<file path="config.mk">
export PLATFORM = sky130hd
export DESIGN_NAME = glafe_ctrl
export DESIGN_NICKNAME = d
export VERILOG_FILES = /design/src/rtl/glafe_pkg.sv /design/src/rtl/glafe_ctrl.sv
export SDC_FILE = /design/constraint.sdc
export NUM_CORES = 1
export LEC_CHECK = 0
export ABC_AREA = 1
export CORE_AREA = 10 10 47 49
export CTS_BUF_LIST = sky130_fd_sc_hd__clkbuf_8 sky130_fd_sc_hd__clkbuf_16
export DETAILED_ROUTE_END_ITERATION = 8
export DIE_AREA = 0 0 57 59
export DONT_BUFFER_PORTS = 1
export PLACE_DENSITY = 0.53
export RECOVER_POWER = 25
export SYNTH_ARGS = -nofsm -noshare
export SYNTH_HDL_FRONTEND = slang
export SYNTH_SLANG_ARGS = --single-unit
</file>
<file path="constraint.sdc">
create_clock -name clk -period 1.1 [get_ports clk]
set_input_delay 0.165 -clock clk [delete_from_list [all_inputs] [get_ports clk]]
set_output_delay 0.165 -clock clk [all_outputs]
set_load 0.05 [all_outputs]
</file>
<file path="src/rtl/glafe_pkg.sv">
`default_nettype none
package glafe_pkg;

  localparam int unsigned MaxIndividualsDefault = 1024;
  localparam logic [24:0] OneQ24 = 25'd16777216;

  localparam logic [7:0]  MaxIterReset   = 8'd20;
  localparam logic [24:0] StartFreqReset = 25'd5033165;
  localparam logic [16:0] MissTolReset   = 17'd3277;
  localparam logic [24:0] ConvTolReset   = 25'd168;
  localparam logic [23:0] MinFreqReset   = 24'd838861;

  // register indexes
  localparam logic [2:0] RegMaxIter   = 3'd0;
  localparam logic [2:0] RegStartFreq = 3'd1;
  localparam logic [2:0] RegMissTol   = 3'd2;
  localparam logic [2:0] RegConvTol   = 3'd3;
  localparam logic [2:0] RegMinFreq   = 3'd4;

  // status codes
  localparam logic [1:0] StatusOk      = 2'd0;
  localparam logic [1:0] StatusNoKept  = 2'd1;
  localparam logic [1:0] StatusZeroDen = 2'd2;

  typedef struct packed {
    logic [15:0] lik_hom_major;
    logic [15:0] lik_het;
    logic [15:0] lik_hom_minor;
    logic        last_individual;
  } in_item_t;

  typedef struct packed {
    logic [24:0] allele_freq;
    logic [10:0] kept_count;
    logic        passes_filter;
    logic [1:0]  status;
  } out_item_t;

  typedef enum logic [3:0] {
    ST_IDLE, ST_INIT, ST_COEF, ST_READ, ST_WGT, ST_DIV, ST_ACC, ST_MEAN, ST_CHECK, ST_DONE
  } state_t;

  // controller -> datapath
  typedef struct packed {
    logic load;        // store item
    logic init;        // start estimate
    logic coef;        // compute pp pq qq
    logic clr_idx;     // restart walk, clear sum
    logic read;        // issue store read
    logic wgt;         // weights product
    logic div_start;
    logic acc;         // add posterior, advance
    logic mean_start;
    logic check;       // accept new estimate
    logic finish;      // emit result
    logic fail;        // zero denominator
  } cmd_t;

  // datapath -> controller
  typedef struct packed {
    logic kept_zero;
    logic walk_end;
    logic entry_keep;
    logic den_zero;
    logic div_done;
    logic converged;
    logic iter_end;
  } sts_t;

endpackage
`default_nettype wire

</file>
<file path="src/rtl/glafe_ctrl.sv">
`default_nettype none
// sequencer for load, em passes and result
module glafe_ctrl
  import glafe_pkg::*;
(
  input  wire logic clk,
  input  wire logic rst,
  input  wire logic start,
  input  wire logic last_in,
  input  wire sts_t sts,
  output logic      busy,
  output cmd_t      cmd
);
  state_t state, state_next;

  always_ff @(posedge clk) begin
    if (rst) state <= ST_IDLE;
    else     state <= state_next;
  end

  // next state
  always_comb begin
    state_next = state;
    unique case (state)
      ST_IDLE:  if (start && last_in) state_next = ST_INIT;
      ST_INIT:  state_next = sts.kept_zero ? ST_DONE : ST_COEF;
      ST_COEF:  state_next = sts.iter_end ? ST_DONE : ST_READ;
      ST_READ:  state_next = sts.walk_end ? ST_MEAN : ST_WGT;
      ST_WGT:   begin
        if (!sts.entry_keep)    state_next = ST_READ;
        else if (sts.den_zero)  state_next = ST_DONE;
        else                    state_next = ST_DIV;
      end
      ST_DIV:   if (sts.div_done) state_next = ST_ACC;
      ST_ACC:   state_next = ST_READ;
      ST_MEAN:  if (sts.div_done) state_next = ST_CHECK;
      ST_CHECK: state_next = sts.converged ? ST_DONE : ST_COEF;
      ST_DONE:  state_next = ST_IDLE;
      default:  state_next = ST_IDLE;
    endcase
  end

  // outputs
  always_comb begin
    cmd  = '0;
    busy = (state != ST_IDLE);
    unique case (state)
      ST_IDLE:  cmd.load = start;
      ST_INIT:  cmd.init = 1'b1;
      ST_COEF:  begin cmd.coef = 1'b1; cmd.clr_idx = 1'b1; end
      ST_READ:  begin
        cmd.read = 1'b1;
        cmd.mean_start = sts.walk_end;
      end
      ST_WGT:   begin
        cmd.wgt = 1'b1;
        cmd.fail = sts.entry_keep && sts.den_zero;
        cmd.div_start = sts.entry_keep && !sts.den_zero;
      end
      ST_DIV:   ;
      ST_ACC:   cmd.acc = 1'b1;
      ST_MEAN:  ;
      ST_CHECK: cmd.check = 1'b1;
      ST_DONE:  cmd.finish = 1'b1;
      default:  ;
    endcase
  end

  a_done_idle: assert property (@(posedge clk) disable iff (rst)
    cmd.finish |=> state == ST_IDLE) else $error("done not followed by idle");
  a_load_idle: assert property (@(posedge clk) disable iff (rst)
    cmd.load |-> state == ST_IDLE) else $error("load outside idle");
  a_fail_once: assert property (@(posedge clk) disable iff (rst)
    cmd.fail |=> state == ST_DONE) else $error("fail not ending");
endmodule
`default_nettype wire

</file>
==> results of run 1 <==
worst max path at each step:
stage,depth (start not counted),startpoint,to
floorplan,4,state[2]$_SDFFE_PP0P_,cmd[9]
global placement,4,state[0]$_SDFFE_PP0P_,cmd[3]
detailed placement,4,state[0]$_SDFFE_PP0P_,cmd[3]
CTS,4,state[1]$_SDFFE_PP0P_,cmd[9]
global route,11,state[3]$_SDFFE_PP0P_,state[1]$_SDFFE_PP0P_
finish,4,state[3]$_SDFFE_PP0P_,cmd[5]
per-layer routing:
metal,vias to the layer above,global-route usage,wire length [microns]
li1,335,-,-
met1,304,0.114,712
met2,17,0.202,1050
met3,6,0.0386,123
met4,0,0.0705,60
met5,-,0,0
power groups by stage:
stage                     logic [W]  registers, W  clock network, W
after floorplan            0.000901      0.000213                 0
after global placement      0.00120      0.000254                 0
after detailed placement    0.00120      0.000256                 0
after CTS                   0.00139      0.000272          0.000333
after global routing        0.00163      0.000287          0.000337
final                       0.00153      0.000276          0.000322
critical path: stages, from the launching register on:
cell and delay [ns]:
dfxtp_4 0.36, buf_12 0.13, nor2_4 0.15, nand3_2 0.13, clkinvlp_4 0.23
per-stage QoR:
stage | setup TNS (ns) | cell area (sq um) | setup WS (ns)
floorplan | -1.84 | 577 | -0.428
global placement | -0.993 | 749 | -0.122
detailed placement | -1.13 | 749 | -0.139
CTS | -3.29 | 993 | -0.272
global route | -4.54 | 1060 | -0.339
finish | -3.71 | 1060 | -0.280
cell type report:
type                       instances  share of cell area
multi-input combinational         60               0.419
inverter                          19              0.0954
timing repair buffer              35               0.338
sequential                         4              0.0895
tap                               16              0.0188
clock buffer                       3              0.0389
cell families (layout without fill, tap and decap cells):
kind of cell / after synthesis / after routing
buffers and inverters: 21 / 57
flip-flops: 4 / 4
AO/OA/AOI/OAI: 1 / 1
AND/OR/NAND/NOR: 59 / 59
cells in the mapped netlist:
library cell / number
inv_1: 14
dfxtp_1: 4
nor2_1: 9
nand4_1: 2
nor2_2: 1
buf_4: 1
a21oi_1: 1
buf_6: 1
nand2_1: 25
nor3_1: 2
inv_2: 5
nand3_1: 10
nand3_2: 4
nand3b_4: 1
nor2_4: 5
what timing repair did:
item,in CTS,in global routing
endpoints found under the hold margin,1,0
hold buffers,1,0
setup endpoints to repair,17,17
setup buffers,11,3
pin swaps,11,15
gates resized for setup,28,13
==> load_flow_metrics.sql, run 1 <==
INSERT INTO impl_metrics (metric_group, metric, value, unit) VALUES
('logic_synthesis', 'yosys.area.top_type', 'nand2_1', ''),
('timing', 'relSlewSlack', '0.828', ''),
('place', 'detailed_placement_hpwl', '1.27', 'mm'),
('power', 'swShare', '0.488', ''),
('logic_synthesis', 'number_of_different_library_cells_in_the_post_synthesis_netlist', '15', ''),
('worst_setup_path', 'critPathLaunchType', 'register', ''),
('timing', 'fin_hold_ws', '0.0688', 'ns'),
('layout', 'regMostFlops', 'state', ''),
('clock_tree', 'cts_num_sinks', '4', ''),
('clock_tree', 'cts_buffers', '3', ''),
('global_route', 'vias_in_the_first_global_route', '681', ''),
('logic_synthesis', 'synth.yosys.seq_area_share', '0.161', ''),
('layout', 'layout_top_registers', 'state x4', ''),
('timing', 'timing.final.hold_violations', '0', ''),
('logic_synthesis', 'post_synth_xor_area_fraction', '0', ''),
('global_route', 'grt_usage', '0.114', ''),
('logic_synthesis', 'synth_top_family_by_area', 'simple AND/OR/NAND/NOR gates', ''),
('power', 'design_power_total', '0.00213', 'W'),
('worst_setup_path', 'crit-reg2reg-launch', 'state[3]$_SDFFE_PP0P_', ''),
('route', 'drc', '0', ''),
('place', 'buffer_ports.inserted', '0', ''),
('timing', 'final_min_period_over_clock_period', '1.25', ''),
('layout', 'ff_latch_area', '95.1', 'sq um'),
('power', 'portion_of_total_power_attributed_to_sequential_cells', '0.130', ''),
('layout', 'nNetsFinal', '134', ''),
('logic_synthesis', 'ys_top_cells_by_area', 'nand2_1 19%, dfxtp_1 16%, nor2_4 11%', ''),
('timing', 'max_clock_freq', '724', 'MHz'),
('power', 'internal_power', '0.00109', 'W'),
('logic_synthesis', 'post_synth_mux_area_share', '0', ''),
('timing', 'timing.final.ws_setup', '-0.280', 'ns'),
('layout', 'largest_register_ffs', '4', ''),
('layout', 'flow.area_growth_from_synthesis', '113', '%'),
('power', 'total_switching_power', '0.00104', 'W'),
('floorplanning', 'fp.dieH', '59', 'microns'),
('worst_setup_path', 'cp_endpoint_kind', 'output pin', ''),
('route', 'drtAntennaViolNets', '0', ''),
('worst_setup_path', 'timing.critical_path.required', '0.94', 'ns'),
('power', 'power_per_cell_area', '2000', 'nW/um^2'),
('floorplanning', 'rows', '14', ''),
('layout', 'antenna_cells_inserted', '0', ''),
('clock_tree', 'cts_tree', 'yes', ''),
('layout', 'most-common-layout-cells', '18 x nand2_1, 17 x buf_4, 13 x buf_6', ''),
('clock_tree', 'clockRootBuffer', 'clkbuf_8', ''),
('clock_tree', 'clkSlewWorstSetupHoldPaths', '0.03', 'ns'),
('logic_synthesis', 'synthSimpleGateAreaFrac', '0.648', ''),
('layout', 'area_of_the_multi_input_gates', '445', 'sq um'),
('status', 'violations', 'setup timing', ''),
('worst_setup_path', 'worst_r2r_path_depth', '11', ''),
('logic_synthesis', 'synth_compound_gate_area_share', '0.0101', ''),
('timing', 'report.final.setup_viol', '17', ''),
('clock_tree', 'insertion_delay_to_the_later_sink_of_the_worst_skew_pair', '0.22', 'ns'),
('power', 'p_leak', '0.513', 'nW'),
('floorplanning', 'design.die.area', '3360', 'sq um'),
('timing', 'worst_pin_slew', '0.257', 'ns'),
('power', 'power_frac_comb', '0.719', ''),
('worst_setup_path', 'reg2reg_slack', '-0.23', 'ns'),
('layout', 'ratio_of_cells_with_drive_above_1_in_the_final_layout', '0.678', ''),
('floorplanning', 'effective_utilization_at_floorplan', '0.355', ''),
('route', 'viasPerCell', '4.83', ''),
('timing', 'finalWorstPathRequiredPeriod', '1.38', 'ns'),
('worst_setup_path', 'worst-path-max-fanout', '3', ''),
('floorplanning', 'core_area', '1400', 'sq um'),
('floorplanning', 'io_pins', '24', ''),
('place', 'gp_congestion', '0.805', ''),
('job', 'timing.max_cap.violations', '0', ''),
('status', 'outcome', 'complete, but fails checks', ''),
('timing', 'report.final.slew_viol_count', '0', ''),
('global_route', 'grt_antenna_before_repair', '0', ''),
('floorplanning', 'die_width', '57', 'microns'),
('global_route', 'overflow_left_after_global_routing', '0', ''),
('worst_hold_path', 'whs_path_depth', '3', '');
Power figures use the tool's default switching activity.
==> run 2: changes to the inputs <==
--- a/config.mk
+++ b/config.mk
@@ -11,8 +11,9 @@
 export DETAILED_ROUTE_END_ITERATION = 8
 export DIE_AREA = 0 0 57 59
 export DONT_BUFFER_PORTS = 1
-export PLACE_DENSITY = 0.53
+export PLACE_DENSITY = 0.52
 export RECOVER_POWER = 25
+export SLEW_MARGIN = 15
 export SYNTH_ARGS = -nofsm -noshare
 export SYNTH_HDL_FRONTEND = slang
 export SYNTH_SLANG_ARGS = --single-unit
==> constraint.sdc (replaced) <==
create_clock -name clk -period 1.3 [get_ports clk]
set_input_delay 0.195 -clock clk [delete_from_list [all_inputs] [get_ports clk]]
set_output_delay 0.195 -clock clk [all_outputs]
set_load 0.05 [all_outputs]
==> run 2 against run 1 <==
  * The flow still finishes with violations (setup timing)
  * Final area down 9.3%
  * Flip-flop and latch count unchanged
  * Register-to-register slack better by 0.22 ns
  * Clock power down 21%
  * Clock skew up 0.0013 ns
  * Via count down 12%
  * Utilization down 7.1 points
  * Global-route usage down 2.2 points
  * Non-clock buffer count down 12
  * Total power down 23%
  * Setup slack better by 0.21 ns
  * Critical path type unchanged
  * Critical endpoint is now cmd[11]
==> load_flow_metrics.sql, run 2 (same netlist as run 1, synthesis figures left out) <==
INSERT INTO impl_metrics (metric_group, metric, value, unit) VALUES
('clock_tree', 'cts_tree', 'yes', ''),
('clock_tree', 'cts-hold-fix-buffers', '0', ''),
('global_route', 'grt_usage', '0.0922', ''),
('worst_setup_path', 'worst_r2r_path_depth', '9', ''),
('worst_setup_path', 'worst-path-buf-inv', '1', ''),
('timing', 'finalSetupTns', '-0.518', 'ns'),
('clock_tree', 'clkSlewWorstSetupHoldPaths', '0.03', 'ns'),
('route', 'detail_route.wl_per_cell', '13.2', 'microns'),
('worst_setup_path', 'criticalPathCategory', 'reg -> out', ''),
('worst_setup_path', 'critical-path-max-stage-delay', '0.38', 'ns'),
('layout', 'postLayoutCoreUtil', '0.688', ''),
('global_route', 'grt_antenna_before_repair', '0', ''),
('layout', 'stdcell_count', '125', ''),
('timing', 'finalWorstPathRequiredPeriod', '1.37', 'ns'),
('route', 'iteration_count_of_the_initial_detailed_routing_pass', '4', ''),
('clock_tree', 'cts_buffers', '3', ''),
('timing', 'worst_pin_slew', '0.251', 'ns'),
('clock_tree', 'cts_num_sinks', '4', ''),
('layout', 'nNetsFinal', '122', ''),
('worst_hold_path', 'worst_hold_path_type', 'in -> reg', ''),
('global_route', 'overflow_left_after_global_routing', '0', ''),
('route', 'drtAntennaViolNets', '0', ''),
('route', 'wl', '1.66', 'mm'),
('floorplanning', 'fp.dieH', '59', 'microns'),
('timing', 'timing.final.hold_violations', '0', ''),
('clock_tree', 'insertion_delay_to_the_later_sink_of_the_worst_skew_pair', '0.21', 'ns'),
('place', 'placed_cells', '113', ''),
('global_route', 'grt_max_degree', '8', ''),
('worst_setup_path', 'critPathSlowestCell', 'dfxtp_4', ''),
('job', 'timing.max_cap.violations', '0', ''),
('clock_tree', 'cts-htree-levels', '1', ''),
('floorplanning', 'io_pins', '24', ''),
('worst_setup_path', 'critPathLaunchType', 'register', ''),
('clock_tree', 'clk_path_buf_depth', '2', ''),
('timing', 'timing.final.ws_setup', '-0.0736', 'ns'),
('place', 'gp_congestion', '0.798', ''),
('clock_tree', 'clockRootBuffer', 'clkbuf_8', ''),
('route', 'num_vias', '581', ''),
('layout', 'layout.cells.most_common', 'nand2_1', ''),
('worst_setup_path', 'worst-path-max-fanout', '7', ''),
('status', 'violations', 'setup timing', ''),
('floorplanning', 'rows', '14', ''),
('route', 'drc', '0', ''),
('power', 'p_leak', '0.506', 'nW'),
('worst_setup_path', 'timing.critical_path.required', '1.11', 'ns'),
('floorplanning', 'core_area', '1400', 'sq um'),
('worst_setup_path', 'critical_path.cell_chain', 'nor2_4 > nand2_1 > nor2_4 > buf_12', ''),
('worst_setup_path', 'cp_endpoint_kind', 'output pin', ''),
('worst_hold_path', 'whs_path_depth', '1', ''),
('floorplanning', 'design.die.area', '3360', 'sq um'),
('route', 'viasPerCell', '4.65', ''),
('layout', 'regMostFlops', 'state', ''),
('global_route', 'vias_in_the_first_global_route', '559', ''),
('worst_setup_path', 'crit_family', 'simple AND/OR/NAND/NOR gates', ''),
('layout', 'largest_register_ffs', '4', ''),
('worst_setup_path', 'most_frequent_cell_on_the_critical_path', 'nor2_4', ''),
('timing', 'report.final.slew_viol_count', '0', ''),
('layout', 'flow.area_growth_from_synthesis', '93.5', '%'),
('place', 'detailed_placement_hpwl', '1.26', 'mm'),
('worst_setup_path', 'critPathArrivalTime', '1.18', 'ns'),
('floorplanning', 'effective_utilization_at_floorplan', '0.355', ''),
('timing', 'fin_hold_ws', '0.0392', 'ns'),
('power', 'power_per_cell_area', '1710', 'nW/um^2'),
('timing', 'final_min_period_over_clock_period', '1.06', ''),
('place', 'buffer_ports.inserted', '0', ''),
('layout', 'ratio_of_cells_with_drive_above_1_in_the_final_layout', '0.633', ''),
('global_route', 'grt_pass1_wl', '2.42', 'mm'),
('layout', 'most-common-layout-cells', '18 x nand2_1, 10 x inv_2, 10 x buf_4', ''),
('timing', 'grt_setup_unrepaired', 'true', ''),
('floorplanning', 'die_width', '57', 'microns'),
('status', 'outcome', 'complete, but fails checks', ''),
('layout', 'layout_top_registers', 'state x4', ''),
('timing', 'max_clock_freq', '728', 'MHz'),
('route', 'drt_iter0_drc', '10', ''),
('power', 'power.ir.vdd_worst', '0.00100', 'V'),
('timing', 'skew', '0.00346', 'ns'),
('layout', 'antenna_cells_inserted', '0', ''),
('worst_setup_path', 'cell_count_along_the_critical_path', '4', ''),
('timing', 'report.final.setup_viol', '12', ''),
('timing', 'relSlewSlack', '0.832', '');
-- run 2: repair_timing --
item	in CTS	in global routing
cloned	0	0
resized for setup	15	20
buffers inserted	6	3
setup endpoints to repair	13	13
pin swaps	3	9
-- run 2: worst paths after layout --
check	startpoint	endpoint	slack (ns)
setup / recovery	state[0]$_SDFFE_PP0P_	cmd[11]	-0.07
hold reg to reg	state[1]$_SDFFE_PP0P_	state[1]$_SDFFE_PP0P_	0.54
setup reg to reg	state[3]$_SDFFE_PP0P_	state[1]$_SDFFE_PP0P_	-0.01
hold / removal	rst	state[2]$_SDFFE_PP0P_	0.04
-- run 2: per-layer routing --
metal	global-route usage	vias up	wire, microns
li1	-	311	-
met1	0.0846	257	592
met2	0.169	11	946
met3	0.0322	2	100
met4	0.0604	0	16
met5	0	-	0
-- run 2: through the flow --
stage,cell area [sq um],total power [W],setup WS [ns]
after global routing,963,0.00173,-0.121
after CTS,871,0.00156,-0.102
final,963,0.00164,-0.0736
after floorplan,553,0.000932,-0.258
after detailed placement,743,0.00119,0.0746
after global placement,743,0.00118,0.0945
-- run 2: area by class of cell --
class,count,area [sq um]
inverter,19,82.6
timing repair buffer,23,295
clock buffer,3,41.3
multi-input combinational,60,429
fill,118,438
tap,16,20.0
sequential,4,95.1
-- run 2: power by group --
part	leakage [nW]	internal [W]	total (W)	switching (W)
clock	0.0216	0.000197	0.000254	0.0000572
combinational	0.449	0.000458	0.00114	0.000687
sequential	0.0355	0.000164	0.000245	0.0000809
==> run 3: changes to the inputs <==
--- a/config.mk
+++ b/config.mk
@@ -6,10 +6,11 @@
 export NUM_CORES = 1
 export LEC_CHECK = 0
 export ABC_AREA = 1
-export CORE_AREA = 10 10 47 49
+export ABC_CLOCK_PERIOD_IN_PS = 1300
+export CORE_AREA = 2 2 39 41
 export CTS_BUF_LIST = sky130_fd_sc_hd__clkbuf_8 sky130_fd_sc_hd__clkbuf_16
 export DETAILED_ROUTE_END_ITERATION = 8
-export DIE_AREA = 0 0 57 59
+export DIE_AREA = 0 0 41 43
 export DONT_BUFFER_PORTS = 1
 export PLACE_DENSITY = 0.52
 export RECOVER_POWER = 25
==> run 3 against run 2 <==
  * The flow still finishes with violations (setup timing)
  * Count of clock-buffer cells in the layout did not move
  * Clock skew fell by 0.0033 ns
  * Sequential share of layout area fell by 0.84 points
  * Final cell count rose by 3.2%
  * Critical path depth did not move
  * Utilization rose by 7.4 points
  * Clock power barely moved
  * Critical endpoint is now cmd[9]
  * Largest cell class unchanged
  * Highest routed layer unchanged
==> load_flow_metrics.sql, run 3 (same netlist as run 1, synthesis figures left out) <==
INSERT INTO impl_metrics (metric_group, metric, value, unit) VALUES
('status', 'outcome', 'complete, but fails checks', ''),
('status', 'violations', 'setup timing', ''),
('timing', 'timing.final.ws_setup', '-0.121', 'ns'),
('timing', 'report.final.setup_viol', '11', ''),
('clock_tree', 'cts_num_sinks', '4', ''),
('place', 'detailed_placement_hpwl', '1.03', 'mm'),
('timing', 'grt_setup_unrepaired', 'true', ''),
('worst_setup_path', 'critPathArrivalTime', '1.23', 'ns'),
('global_route', 'grt_pass1_wl', '2.26', 'mm'),
('power', 'power_per_cell_area', '1860', 'nW/um^2'),
('layout', 'flow.area_growth_from_synthesis', '112', '%'),
('clock_tree', 'cts-hold-fix-buffers', '0', ''),
('timing', 'skew', '0.000160', 'ns'),
('layout', 'nNetsFinal', '126', ''),
('clock_tree', 'clk_path_buf_depth', '2', ''),
('route', 'drc', '0', ''),
('timing', 'finalWorstPathRequiredPeriod', '1.42', 'ns'),
('timing', 'finalSetupTns', '-0.665', 'ns'),
('layout', 'stdcell_count', '129', ''),
('route', 'drtAntennaViolNets', '0', ''),
('timing', 'worst_pin_slew', '0.247', 'ns'),
('worst_hold_path', 'worst_hold_path_type', 'in -> reg', ''),
('route', 'detail_route.wl_per_cell', '12.9', 'microns'),
('route', 'wl', '1.66', 'mm'),
('route', 'iteration_count_of_the_initial_detailed_routing_pass', '6', ''),
('layout', 'ratio_of_cells_with_drive_above_1_in_the_final_layout', '0.655', ''),
('worst_setup_path', 'critPathLaunchType', 'register', ''),
('route', 'viasPerCell', '5.05', ''),
('layout', 'layout_top_registers', 'state x4', ''),
('worst_setup_path', 'worst-path-max-fanout', '4', ''),
('global_route', 'overflow_left_after_global_routing', '0', ''),
('place', 'pre_cts_slack', '0.0216', 'ns'),
('floorplanning', 'die_width', '41', 'microns'),
('clock_tree', 'clockRootBuffer', 'clkbuf_8', ''),
('floorplanning', 'core_area', '1380', 'sq um'),
('global_route', 'grt_max_degree', '8', ''),
('power', 'design_power_total', '0.00196', 'W'),
('timing', 'timing.final.hold_violations', '0', ''),
('layout', 'antenna_cells_inserted', '0', ''),
('clock_tree', 'clkSlewWorstSetupHoldPaths', '0.03', 'ns'),
('power', 'p_leak', '0.532', 'nW'),
('layout', 'layout.cells.most_common', 'nand2_1', ''),
('clock_tree', 'cts-htree-levels', '1', ''),
('timing', 'final_min_period_over_clock_period', '1.09', ''),
('layout', 'largest_register_ffs', '4', ''),
('place', 'gp_congestion', '0.822', ''),
('timing', 'relSlewSlack', '0.835', ''),
('place', 'placed_cell_area', '743', 'sq um'),
('route', 'num_vias', '651', ''),
('floorplanning', 'design.die.area', '1760', 'sq um'),
('global_route', 'grt_usage', '0.181', ''),
('floorplanning', 'effective_utilization_at_floorplan', '0.360', ''),
('place', 'placed_cells', '113', ''),
('worst_setup_path', 'timing.critical_path.required', '1.11', 'ns'),
('layout', 'finish.instance_area', '1050', 'sq um'),
('worst_setup_path', 'cp_endpoint_kind', 'output pin', ''),
('global_route', 'vias_in_the_first_global_route', '542', ''),
('floorplanning', 'io_pins', '24', ''),
('worst_setup_path', 'criticalPathCategory', 'reg -> out', ''),
('floorplanning', 'rows', '14', ''),
('place', 'buffer_ports.inserted', '0', ''),
('layout', 'most-common-layout-cells', '16 x nand2_1, 10 x buf_4, 9 x buf_12', ''),
('clock_tree', 'insertion_delay_to_the_later_sink_of_the_worst_skew_pair', '0.21', 'ns'),
('job', 'timing.max_cap.violations', '0', ''),
('global_route', 'grt_antenna_before_repair', '0', ''),
('route', 'drt_iter0_drc', '14', ''),
('power', 'power.ir.vdd_worst', '0.00116', 'V'),
('clock_tree', 'cts_buffers', '3', ''),
('layout', 'regMostFlops', 'state', ''),
('timing', 'report.final.slew_viol_count', '0', ''),
('floorplanning', 'fp.dieH', '43', 'microns'),
('clock_tree', 'cts_tree', 'yes', ''),
('timing', 'max_clock_freq', '704', 'MHz');
run 3: final timing paths:
check / depth (start not counted) / end / slack, ns / startpoint
worst min-delay path: 1 / state[2]$_SDFFE_PP0P_ / 0.04 / rst
worst max-delay path: 4 / cmd[9] / -0.12 / state[2]$_SDFFE_PP0P_
worst max register to register: 8 / state[1]$_SDFFE_PP0P_ / 0.01 / state[3]$_SDFFE_PP0P_
worst min register to register: 3 / state[1]$_SDFFE_PP0P_ / 0.67 / state[1]$_SDFFE_PP0P_
run 3: cell type report:
type | instances | area (sq um)
Clock buffer | 3 | 41.3
Fill cell | 100 | 330
Inverter | 19 | 87.6
Multi-Input combinational cell | 60 | 464
Sequential cell | 4 | 95.1
Tap cell | 16 | 20.0
Timing Repair Buffer | 27 | 345
run 3: timing repair:
item                                    CTS  global route
endpoints found under the setup margin   13            16
gates resized for setup                  23            22
buffers inserted                          7             6
pin swaps                                 6            17
run 3: critical path, stage by stage (launching register included):
cell	delay, ns
dfxtp_4	0.35
nor2_4	0.19
inv_4	0.07
nor3_4	0.20
buf_12	0.20
run 3: metrics by stage:
stage,hold slack (ns),utilization
3_3_place_gp,0.275,0.537
6_report,0.0363,0.761
3_5_place_dp,0.274,0.537
2_1_floorplan,0.257,-
5_1_grt,0.0280,0.761
4_1_cts,0.0476,0.654
run 3: where the power goes:
| part | total (W) | internal, W | switching [W] |
|---|---|---|---|
| Clock | 0.000255 | 0.000197 | 0.0000578 |
| Combinational | 0.00146 | 0.000663 | 0.000792 |
| Sequential | 0.000252 | 0.000164 | 0.0000886 |
run 3: routing by layer:
layer,vias up,GRT usage,part of all wire
met5,-,0,0
met4,0,0.0600,0.015
met2,17,0.278,0.55
met1,309,0.250,0.39
met3,4,0.0209,0.049
li1,321,-,-
